==> src/rtl/chemostat_rk4_step_top_defines.svh <==
// Assertion macros used by the controller of the chemostat integrator.
// Each macro expects a clock named clk and a synchronous reset named rst in scope.
`ifndef CHEMOSTAT_RK4_STEP_TOP_DEFINES_SVH
`define CHEMOSTAT_RK4_STEP_TOP_DEFINES_SVH
`ifndef NO_ASSERTIONS
// Checks that a condition holds at every clock edge outside reset.
`define CRK_ASSERT(name, cond) \
  name: assert property (@(posedge clk) disable iff (rst) (cond)) \
    else $error("invariant check failed");
// Checks that a trigger implies a consequence in the same cycle.
`define CRK_ASSERT_IMP(name, ante, cons) \
  name: assert property (@(posedge clk) disable iff (rst) (ante) |-> (cons)) \
    else $error("implication check failed");
// Checks that a trigger implies a consequence in the next cycle.
`define CRK_ASSERT_NXT(name, ante, cons) \
  name: assert property (@(posedge clk) disable iff (rst) (ante) |=> (cons)) \
    else $error("next-cycle check failed");
`else
`define CRK_ASSERT(name, cond)
`define CRK_ASSERT_IMP(name, ante, cons)
`define CRK_ASSERT_NXT(name, ante, cons)
`endif
`endif

==> src/rtl/crk_pkg.sv <==
`timescale 1ns / 1ps
package crk_pkg;

  // Payload types.
  typedef struct packed {
    logic               action;
    logic signed [47:0] load_substrate;
    logic signed [47:0] load_biomass;
  } in_item_t;

  typedef struct packed {
    logic signed [47:0] substrate;
    logic signed [47:0] biomass;
    logic [1:0]         fault;
  } out_item_t;

  // Configuration register indexes.
  localparam logic [2:0] REG_KS = 3'd0;
  localparam logic [2:0] REG_KD = 3'd1;
  localparam logic [2:0] REG_MU = 3'd2;
  localparam logic [2:0] REG_UP = 3'd3;
  localparam logic [2:0] REG_SR = 3'd4;
  localparam logic [2:0] REG_DR = 3'd5;
  localparam logic [2:0] REG_DT = 3'd6;
  localparam int CFG_COUNT = 7;

  // Fault codes.
  localparam logic [1:0] FAULT_NONE = 2'd0;
  localparam logic [1:0] FAULT_DEN  = 2'd1;
  localparam logic [1:0] FAULT_SAT  = 2'd2;

  // Operation codes of the step program.
  localparam logic [2:0] OP_ADD    = 3'd0;
  localparam logic [2:0] OP_SUB    = 3'd1;
  localparam logic [2:0] OP_DEN    = 3'd2;
  localparam logic [2:0] OP_MUL    = 3'd3;
  localparam logic [2:0] OP_DIV    = 3'd4;
  localparam logic [2:0] OP_COMMIT = 3'd5;
  localparam logic [2:0] OP_END    = 3'd6;

  // Operand sources: codes below 32 name scratch memory entries.
  localparam logic [5:0] R_SP  = 6'd0;
  localparam logic [5:0] R_XP  = 6'd1;
  localparam logic [5:0] R_DEN = 6'd2;
  localparam logic [5:0] R_G   = 6'd3;
  localparam logic [5:0] R_GX  = 6'd4;
  localparam logic [5:0] R_T1  = 6'd5;
  localparam logic [5:0] R_T2  = 6'd6;
  localparam logic [5:0] R_K1S = 6'd7;
  localparam logic [5:0] R_K1X = 6'd8;
  localparam logic [5:0] R_K2S = 6'd9;
  localparam logic [5:0] R_K2X = 6'd10;
  localparam logic [5:0] R_K3S = 6'd11;
  localparam logic [5:0] R_K3X = 6'd12;
  localparam logic [5:0] R_K4S = 6'd13;
  localparam logic [5:0] R_K4X = 6'd14;
  localparam logic [5:0] R_TS  = 6'd15;
  localparam logic [5:0] R_TX  = 6'd16;
  localparam logic [5:0] R_DT6 = 6'd17;
  localparam logic [5:0] R_NS  = 6'd18;
  localparam logic [5:0] R_NX  = 6'd19;

  localparam logic [5:0] SRC_S    = 6'd32;
  localparam logic [5:0] SRC_X    = 6'd33;
  localparam logic [5:0] SRC_KS   = 6'd34;
  localparam logic [5:0] SRC_KD   = 6'd35;
  localparam logic [5:0] SRC_MU   = 6'd36;
  localparam logic [5:0] SRC_UP   = 6'd37;
  localparam logic [5:0] SRC_SR   = 6'd38;
  localparam logic [5:0] SRC_DR   = 6'd39;
  localparam logic [5:0] SRC_DT   = 6'd40;
  localparam logic [5:0] SRC_DT2  = 6'd41;
  localparam logic [5:0] SRC_ZERO = 6'd42;
  localparam logic [5:0] SRC_SIX  = 6'd43;

  localparam logic [6:0] PC_END = 7'd70;

  typedef struct packed {
    logic [2:0] op;
    logic [5:0] dst;
    logic [5:0] a;
    logic [5:0] b;
  } instr_t;

  // Commands from the controller to the datapath.
  typedef struct packed {
    logic   load;
    logic   begin_step;
    logic   issue;
    logic   start;
    logic   post;
    instr_t instr;
  } cmd_t;

  // Status from the datapath to the controller.
  typedef struct packed {
    logic done;
    logic out_full;
  } status_t;

  function automatic instr_t mk(logic [2:0] op, logic [5:0] dst, logic [5:0] a,
                                logic [5:0] b);
    instr_t r;
    r.op  = op;
    r.dst = dst;
    r.a   = a;
    r.b   = b;
    return r;
  endfunction

  // One derivative evaluation at point (ps, px), results into (dks, dkx).
  function automatic instr_t eval_instr(logic [3:0] i, logic [5:0] ps, logic [5:0] px,
                                        logic [5:0] dks, logic [5:0] dkx);
    instr_t r;
    case (i)
      4'd0:    r = mk(OP_DEN, R_DEN, SRC_KS, ps);
      4'd1:    r = mk(OP_DIV, R_G, ps, R_DEN);
      4'd2:    r = mk(OP_MUL, R_GX, R_G, px);
      4'd3:    r = mk(OP_MUL, R_T1, SRC_MU, R_GX);
      4'd4:    r = mk(OP_MUL, R_T2, SRC_KD, px);
      4'd5:    r = mk(OP_SUB, dkx, R_T1, R_T2);
      4'd6:    r = mk(OP_MUL, R_T1, SRC_SR, SRC_DR);
      4'd7:    r = mk(OP_MUL, R_T2, SRC_DR, ps);
      4'd8:    r = mk(OP_SUB, R_T1, R_T1, R_T2);
      4'd9:    r = mk(OP_MUL, R_T2, SRC_UP, R_GX);
      4'd10:   r = mk(OP_SUB, dks, R_T1, R_T2);
      default: r = mk(OP_END, R_SP, SRC_ZERO, SRC_ZERO);
    endcase
    return r;
  endfunction

  // A point along the step: (ds, dx) = (S, X) + h * (ks, kx).
  function automatic instr_t stage_instr(logic [1:0] i, logic [5:0] h, logic [5:0] ks,
                                         logic [5:0] kx, logic [5:0] ds, logic [5:0] dx);
    instr_t r;
    case (i)
      2'd0:    r = mk(OP_MUL, R_T1, h, ks);
      2'd1:    r = mk(OP_ADD, ds, SRC_S, R_T1);
      2'd2:    r = mk(OP_MUL, R_T1, h, kx);
      default: r = mk(OP_ADD, dx, SRC_X, R_T1);
    endcase
    return r;
  endfunction

  // Weighted sum k1 + 2*(k2+k3) + k4 in the order that fixes saturation.
  function automatic instr_t sum_instr(logic [2:0] i);
    instr_t r;
    case (i)
      3'd0:    r = mk(OP_ADD, R_TS, R_K2S, R_K3S);
      3'd1:    r = mk(OP_ADD, R_TS, R_TS, R_TS);
      3'd2:    r = mk(OP_ADD, R_TS, R_TS, R_K1S);
      3'd3:    r = mk(OP_ADD, R_TS, R_TS, R_K4S);
      3'd4:    r = mk(OP_ADD, R_TX, R_K2X, R_K3X);
      3'd5:    r = mk(OP_ADD, R_TX, R_TX, R_TX);
      3'd6:    r = mk(OP_ADD, R_TX, R_TX, R_K1X);
      default: r = mk(OP_ADD, R_TX, R_TX, R_K4X);
    endcase
    return r;
  endfunction

  // The step program.
  function automatic instr_t rom(logic [6:0] pc);
    logic [6:0] off;
    instr_t     r;
    off = 7'd0;
    if (pc == 7'd0) begin
      r = mk(OP_DIV, R_DT6, SRC_DT, SRC_SIX);
    end else if (pc <= 7'd11) begin
      off = pc - 7'd1;
      r = eval_instr(off[3:0], SRC_S, SRC_X, R_K1S, R_K1X);
    end else if (pc <= 7'd15) begin
      off = pc - 7'd12;
      r = stage_instr(off[1:0], SRC_DT2, R_K1S, R_K1X, R_SP, R_XP);
    end else if (pc <= 7'd26) begin
      off = pc - 7'd16;
      r = eval_instr(off[3:0], R_SP, R_XP, R_K2S, R_K2X);
    end else if (pc <= 7'd30) begin
      off = pc - 7'd27;
      r = stage_instr(off[1:0], SRC_DT2, R_K2S, R_K2X, R_SP, R_XP);
    end else if (pc <= 7'd41) begin
      off = pc - 7'd31;
      r = eval_instr(off[3:0], R_SP, R_XP, R_K3S, R_K3X);
    end else if (pc <= 7'd45) begin
      off = pc - 7'd42;
      r = stage_instr(off[1:0], SRC_DT, R_K3S, R_K3X, R_SP, R_XP);
    end else if (pc <= 7'd56) begin
      off = pc - 7'd46;
      r = eval_instr(off[3:0], R_SP, R_XP, R_K4S, R_K4X);
    end else if (pc <= 7'd64) begin
      off = pc - 7'd57;
      r = sum_instr(off[2:0]);
    end else if (pc <= 7'd68) begin
      off = pc - 7'd65;
      r = stage_instr(off[1:0], R_DT6, R_TS, R_TX, R_NS, R_NX);
    end else if (pc == 7'd69) begin
      r = mk(OP_COMMIT, R_SP, R_NS, R_NX);
    end else begin
      r = mk(OP_END, R_SP, SRC_ZERO, SRC_ZERO);
    end
    return r;
  endfunction

  // Saturate a magnitude with sign; the top bit of the result flags overflow.
  function automatic logic [48:0] sat_mag(logic [71:0] m, logic neg);
    logic [71:0] lim;
    logic [47:0] v;
    lim = neg ? 72'h8000_0000_0000 : 72'h7FFF_FFFF_FFFF;
    v = neg ? (48'd0 - m[47:0]) : m[47:0];
    if (m > lim) begin
      return {1'b1, (neg ? 48'h8000_0000_0000 : 48'h7FFF_FFFF_FFFF)};
    end
    return {1'b0, v};
  endfunction

  // Saturate a 49-bit signed sum to 48 bits; the top bit flags overflow.
  function automatic logic [48:0] sat_sum(logic [48:0] v);
    if (v[48] != v[47]) begin
      return {1'b1, (v[48] ? 48'h8000_0000_0000 : 48'h7FFF_FFFF_FFFF)};
    end
    return {1'b0, v[47:0]};
  endfunction

endpackage

==> src/rtl/crk_controller.sv <==
`timescale 1ns / 1ps
`include "chemostat_rk4_step_top_defines.svh"
module crk_controller (
  input  logic              clk,
  input  logic              rst,
  input  logic              in_valid,
  input  logic              in_action,
  output logic              in_stall,
  input  logic              out_stall,
  input  crk_pkg::status_t  status,
  output crk_pkg::cmd_t     cmd
);

  localparam logic [2:0] ST_IDLE  = 3'd0;
  localparam logic [2:0] ST_ISSUE = 3'd1;
  localparam logic [2:0] ST_EXEC  = 3'd2;
  localparam logic [2:0] ST_WAIT  = 3'd3;
  localparam logic [2:0] ST_POST  = 3'd4;

  logic [2:0] state;
  logic [2:0] state_next;
  logic [6:0] pc;
  logic [6:0] pc_next;
  logic       accept;

  assign in_stall = (state != ST_IDLE);
  assign accept   = in_valid && !in_stall;

  // Sequencing of the step program and of the result transfer.
  always_comb begin
    state_next     = state;
    pc_next        = pc;
    cmd.load       = 1'b0;
    cmd.begin_step = 1'b0;
    cmd.issue      = 1'b0;
    cmd.start      = 1'b0;
    cmd.post       = 1'b0;
    cmd.instr      = crk_pkg::rom(pc);
    unique case (state)
      ST_IDLE: begin
        if (accept) begin
          if (in_action) begin
            cmd.begin_step = 1'b1;
            pc_next        = 7'd0;
            state_next     = ST_ISSUE;
          end else begin
            cmd.load   = 1'b1;
            state_next = ST_POST;
          end
        end
      end
      ST_ISSUE: begin
        cmd.issue  = 1'b1;
        state_next = ST_EXEC;
      end
      ST_EXEC: begin
        if (cmd.instr.op == crk_pkg::OP_END) begin
          state_next = ST_POST;
        end else begin
          cmd.start  = 1'b1;
          state_next = ST_WAIT;
        end
      end
      ST_WAIT: begin
        if (status.done) begin
          pc_next    = pc + 7'd1;
          state_next = ST_ISSUE;
        end
      end
      ST_POST: begin
        if (!status.out_full || !out_stall) begin
          cmd.post   = 1'b1;
          state_next = ST_IDLE;
        end
      end
      default: state_next = ST_IDLE;
    endcase
  end

  always_ff @(posedge clk) begin
    if (rst) begin
      state <= ST_IDLE;
      pc    <= 7'd0;
    end else begin
      state <= state_next;
      pc    <= pc_next;
    end
  end

  `CRK_ASSERT_IMP(a_done_in_wait, status.done, state == ST_WAIT)
  `CRK_ASSERT_IMP(a_post_no_overwrite, cmd.post, !(status.out_full && out_stall))
  `CRK_ASSERT_NXT(a_exec_then_wait, state == ST_EXEC, state == ST_WAIT || state == ST_POST)
  `CRK_ASSERT(a_pc_in_program, pc <= crk_pkg::PC_END)

endmodule

==> config.mk <==
export PLATFORM = sky130hd
export DESIGN_NAME = crk_controller
export DESIGN_NICKNAME = d
export VERILOG_FILES = /design/src/rtl/crk_pkg.sv /design/src/rtl/crk_controller.sv
export VERILOG_INCLUDE_DIRS = /design/src /design/src/rtl
export SDC_FILE = /design/constraint.sdc
export NUM_CORES = 1
export LEC_CHECK = 0
export ABC_AREA = 0
export BUFFER_PORTS_ARGS = -buffer_cell sky130_fd_sc_hd__buf_2
export CAP_MARGIN = 40
export CORE_MARGIN = 3
export CORE_UTILIZATION = 45
export DETAILED_ROUTE_END_ITERATION = 8
export PLACE_DENSITY = 0.73
export REMOVE_ABC_BUFFERS = 1
export SYNTH_ARGS = -nofsm -noshare
export SYNTH_HDL_FRONTEND = slang
export SYNTH_SLANG_ARGS = --single-unit
export TNS_END_PERCENT = 50
==> constraint.sdc <==
create_clock -name clk -period 6.65 [get_ports clk]
set_clock_uncertainty 0.15 [all_clocks]
set_input_delay 0.3325 -clock clk [delete_from_list [all_inputs] [get_ports clk]]
set_output_delay 0.3325 -clock clk [all_outputs]
set_load 0.1 [all_outputs]
==> key figures <==
STA
  – Final setup vio count: 0
  – Period Utilization, post-route: 72.00%
  – FMAX: 0.2089 GHz
  – RSZ-0062 raised after global routing: false
  – Worst-Margin Slew: 0.9416 ns
  – Slew margin rel.: 37.23%
  – Endpoints failing hold: 0
  – TNS Setup: 0 ns
  – Max-slew violations: 0
  – Tmin final: 4.788 ns
  – Worst hold slack: 0.2341 ns
  – Worst Slack Setup Final: 1.862 ns

Place
  – GPL Wtd Cong: 0.9721
  – Number of I/O port buffers: 32
  – Pre-CTS setup slack: 2.288 ns
  – Detailed placement HPWL: 11.08 mm

Clock network
  – CTS Buf Count: 3
  – Max H-tree Level: 1
  – Post-CTS setup repair buffer count: 0
  – Sink Count: 26
  – Post-CTS Hold Buffers: 0
  – CTS tree: done
  – Root buf cell: clkbuf_8
  – Post-cts gate resize count: 0
  – Max clock buf depth: 2
  – Clk slew on worst S/H paths: 0.08 ns
  – Clk Latency, worst-skew pair: 0.26 ns

Synth
  – Syn_area_per_cell: 6.876 um2
  – Biggest area consumer among synthesized cells: dfxtp_1
  – Synth cell types: 91
  – Post-Syn Area: 3899 um2
  – Asr flop ratio synth: 0%
  – Ranking of synthesized cells by area: dfxtp_1, o21ai_0, ha_1
  – Synth Register Bits: 26
  – Seq/Total Area, Yosys: 13.35%
  – Number of synthesized flops with an enable pin: 0
  – Top_reg_cell synth: dfxtp_1
  – Ys Warns: 0
  – Cells after Synth: 567
  – Post-synth top area share: 13.35%

Setup path
  – Critical path depth: 11
  – Most used cell, CP: buf_2
  – Max incr delay on CP: 0.80 ns
  – Worst-path cell chain: inv_1, ha_1, and2_1, o31ai_2, o31ai_1, buf_2, a221oi_2, o21ai_2, and2_4, a21oi_1, buf_2
  – Bufs and invs on worst path: 3
  – Largest delay share family, worst path: compound AO/OA/AOI/OAI gates
  – Kind of end point of the critical path: output port
  – R2R cell count: 10
  – Worst setup path class: reg -> out
  – Worst Path Arrival: 4.31 ns
  – Worst-path fanout max: 19
  – CP required: 6.17 ns
  – Crit path launch type: flip-flop
  – Slowest cell on crit path: dfxtp_1

Floorplanning
  – Die area: 9817 um2
  – Initial Util: 46.98%
  – Ports: 34
  – Die Y: 99.08 um
  – Core area: 8299 um2
  – Rows: 33
  – Die Wd: 99.08 um

Final layout
  – Share of layout cells above drive strength 1: 12.94%
  – Most frequent cells in the layout: nor2_1, o21ai_0, a21oi_1, nand2_1, buf_2
  – Antenna Cells: 0
  – Nets@finish: 594
  – Area Overhead vs Synth: 4.653%

Min path
  – Hold Path Depth: 2
  – Hold Path Class: in -> reg

Routing
  – Routed WL per cell: 22.27 um
  – Vias: 4,628
  – Vias per cell: 6.918
  – Top Metal Used: met4
  – Initial DRT Pass Iterations: 8
  – DRT iter0 DRCs: 715
  – DRC viols: 0
  – Metal2 WL: 6.674 mm
  – Detailed Route WL: 14.90 mm
  – Met3 WL: 1.257 mm
  – Met1 Wirelength: 6.165 mm
  – DRT antenna net count: 0

Global routing
  – Total grt overflow: 0
  – Initial antenna violation count: 0
  – Pin count of the biggest net entering global routing: 30
  – Vias in the first global route: 4,103
  – GRT Total Usage: 29.54%
  – First-pass GRT wire length: 23.23 mm

Power
  – Max VDD drop: 122.8 uV
  – Lkg Pwr: 1.551 nW
  – Pwr/cell area: 126.7 nW/um2

Run
  – Max-Cap Viols: 0

Run status
  – Status: finished, final reports clean
==> kinds of logic after synthesis <==
family,synth area share [%]
flops,13.35
other cells,0.09618
fa+ha+maj,7.317
compound gates,41.11
xor+xnor,3.979
mux,2.086
buf+inv,7.734
simple gates,24.33
==> through the flow <==
stage | total power, mW | area [um2] | std cells | util [%]
2_1_floorplan | 0.3559 | 3646 | 517 | -
5_1_grt | 0.5387 | 4080 | 669 | 49.16
3_3_place_gp | 0.4138 | 4005 | 663 | 48.26
4_1_cts | 0.5117 | 4080 | 669 | 49.16
6_report | 0.5170 | 4080 | 669 | 49.16
3_5_place_dp | 0.4149 | 4025 | 665 | 48.50
==> path summary, 6_finish.rpt <==
kind	startpoint	endpoint	slack [ns]
worst max-delay path	pc[1]	cmd[22]	1.86
worst min-delay path	rst	flip-flop	0.23
worst max register to register	pc[1]	state[1]	2.69
worst min register to register	state[2]	state[1]	0.55
==> synth_stat cells (all sizes together), types with 8 or more instances <==
master  instances
nand3          21
dfxtp          26
a31oi           9
inv            12
xnor2          11
nor2           62
ha             22
o31ai          12
a21oi          52
nand2          50
o211ai          8
buf            31
o21ai          68
nor3           17
clkbuf         19
a211oi         10
==> layer usage <==
metal	vias to the layer above	global-route usage, %
met1	2138	40.54
met2	323	46.85
met4	0	13.97
met5	-	0
met3	63	2.194
li1	2104	-
==> layout make-up <==
class                           count  area [um2]
Clock buffer                        4       55.05
Fill cell                         857        4219
Inverter                           13       48.80
Multi-Input combinational cell    478        3077
Sequential cell                    26       520.5
Tap cell                          105       131.4
Timing Repair Buffer               43       247.7
==> power by group <==
| group | total, mW | internal (mW) | switching (mW) | leakage [nW] |
|---|---|---|---|---|
| Clock | 0.0988 | 0.0528 | 0.0460 | 0.0288 |
| Sequential | 0.172 | 0.163 | 0.00896 | 0.211 |
| Combinational | 0.247 | 0.0615 | 0.185 | 1.31 |
| Total | 0.517 | 0.277 | 0.240 | 1.55 |
No activity file was read; power rests on OpenSTA's default activity.
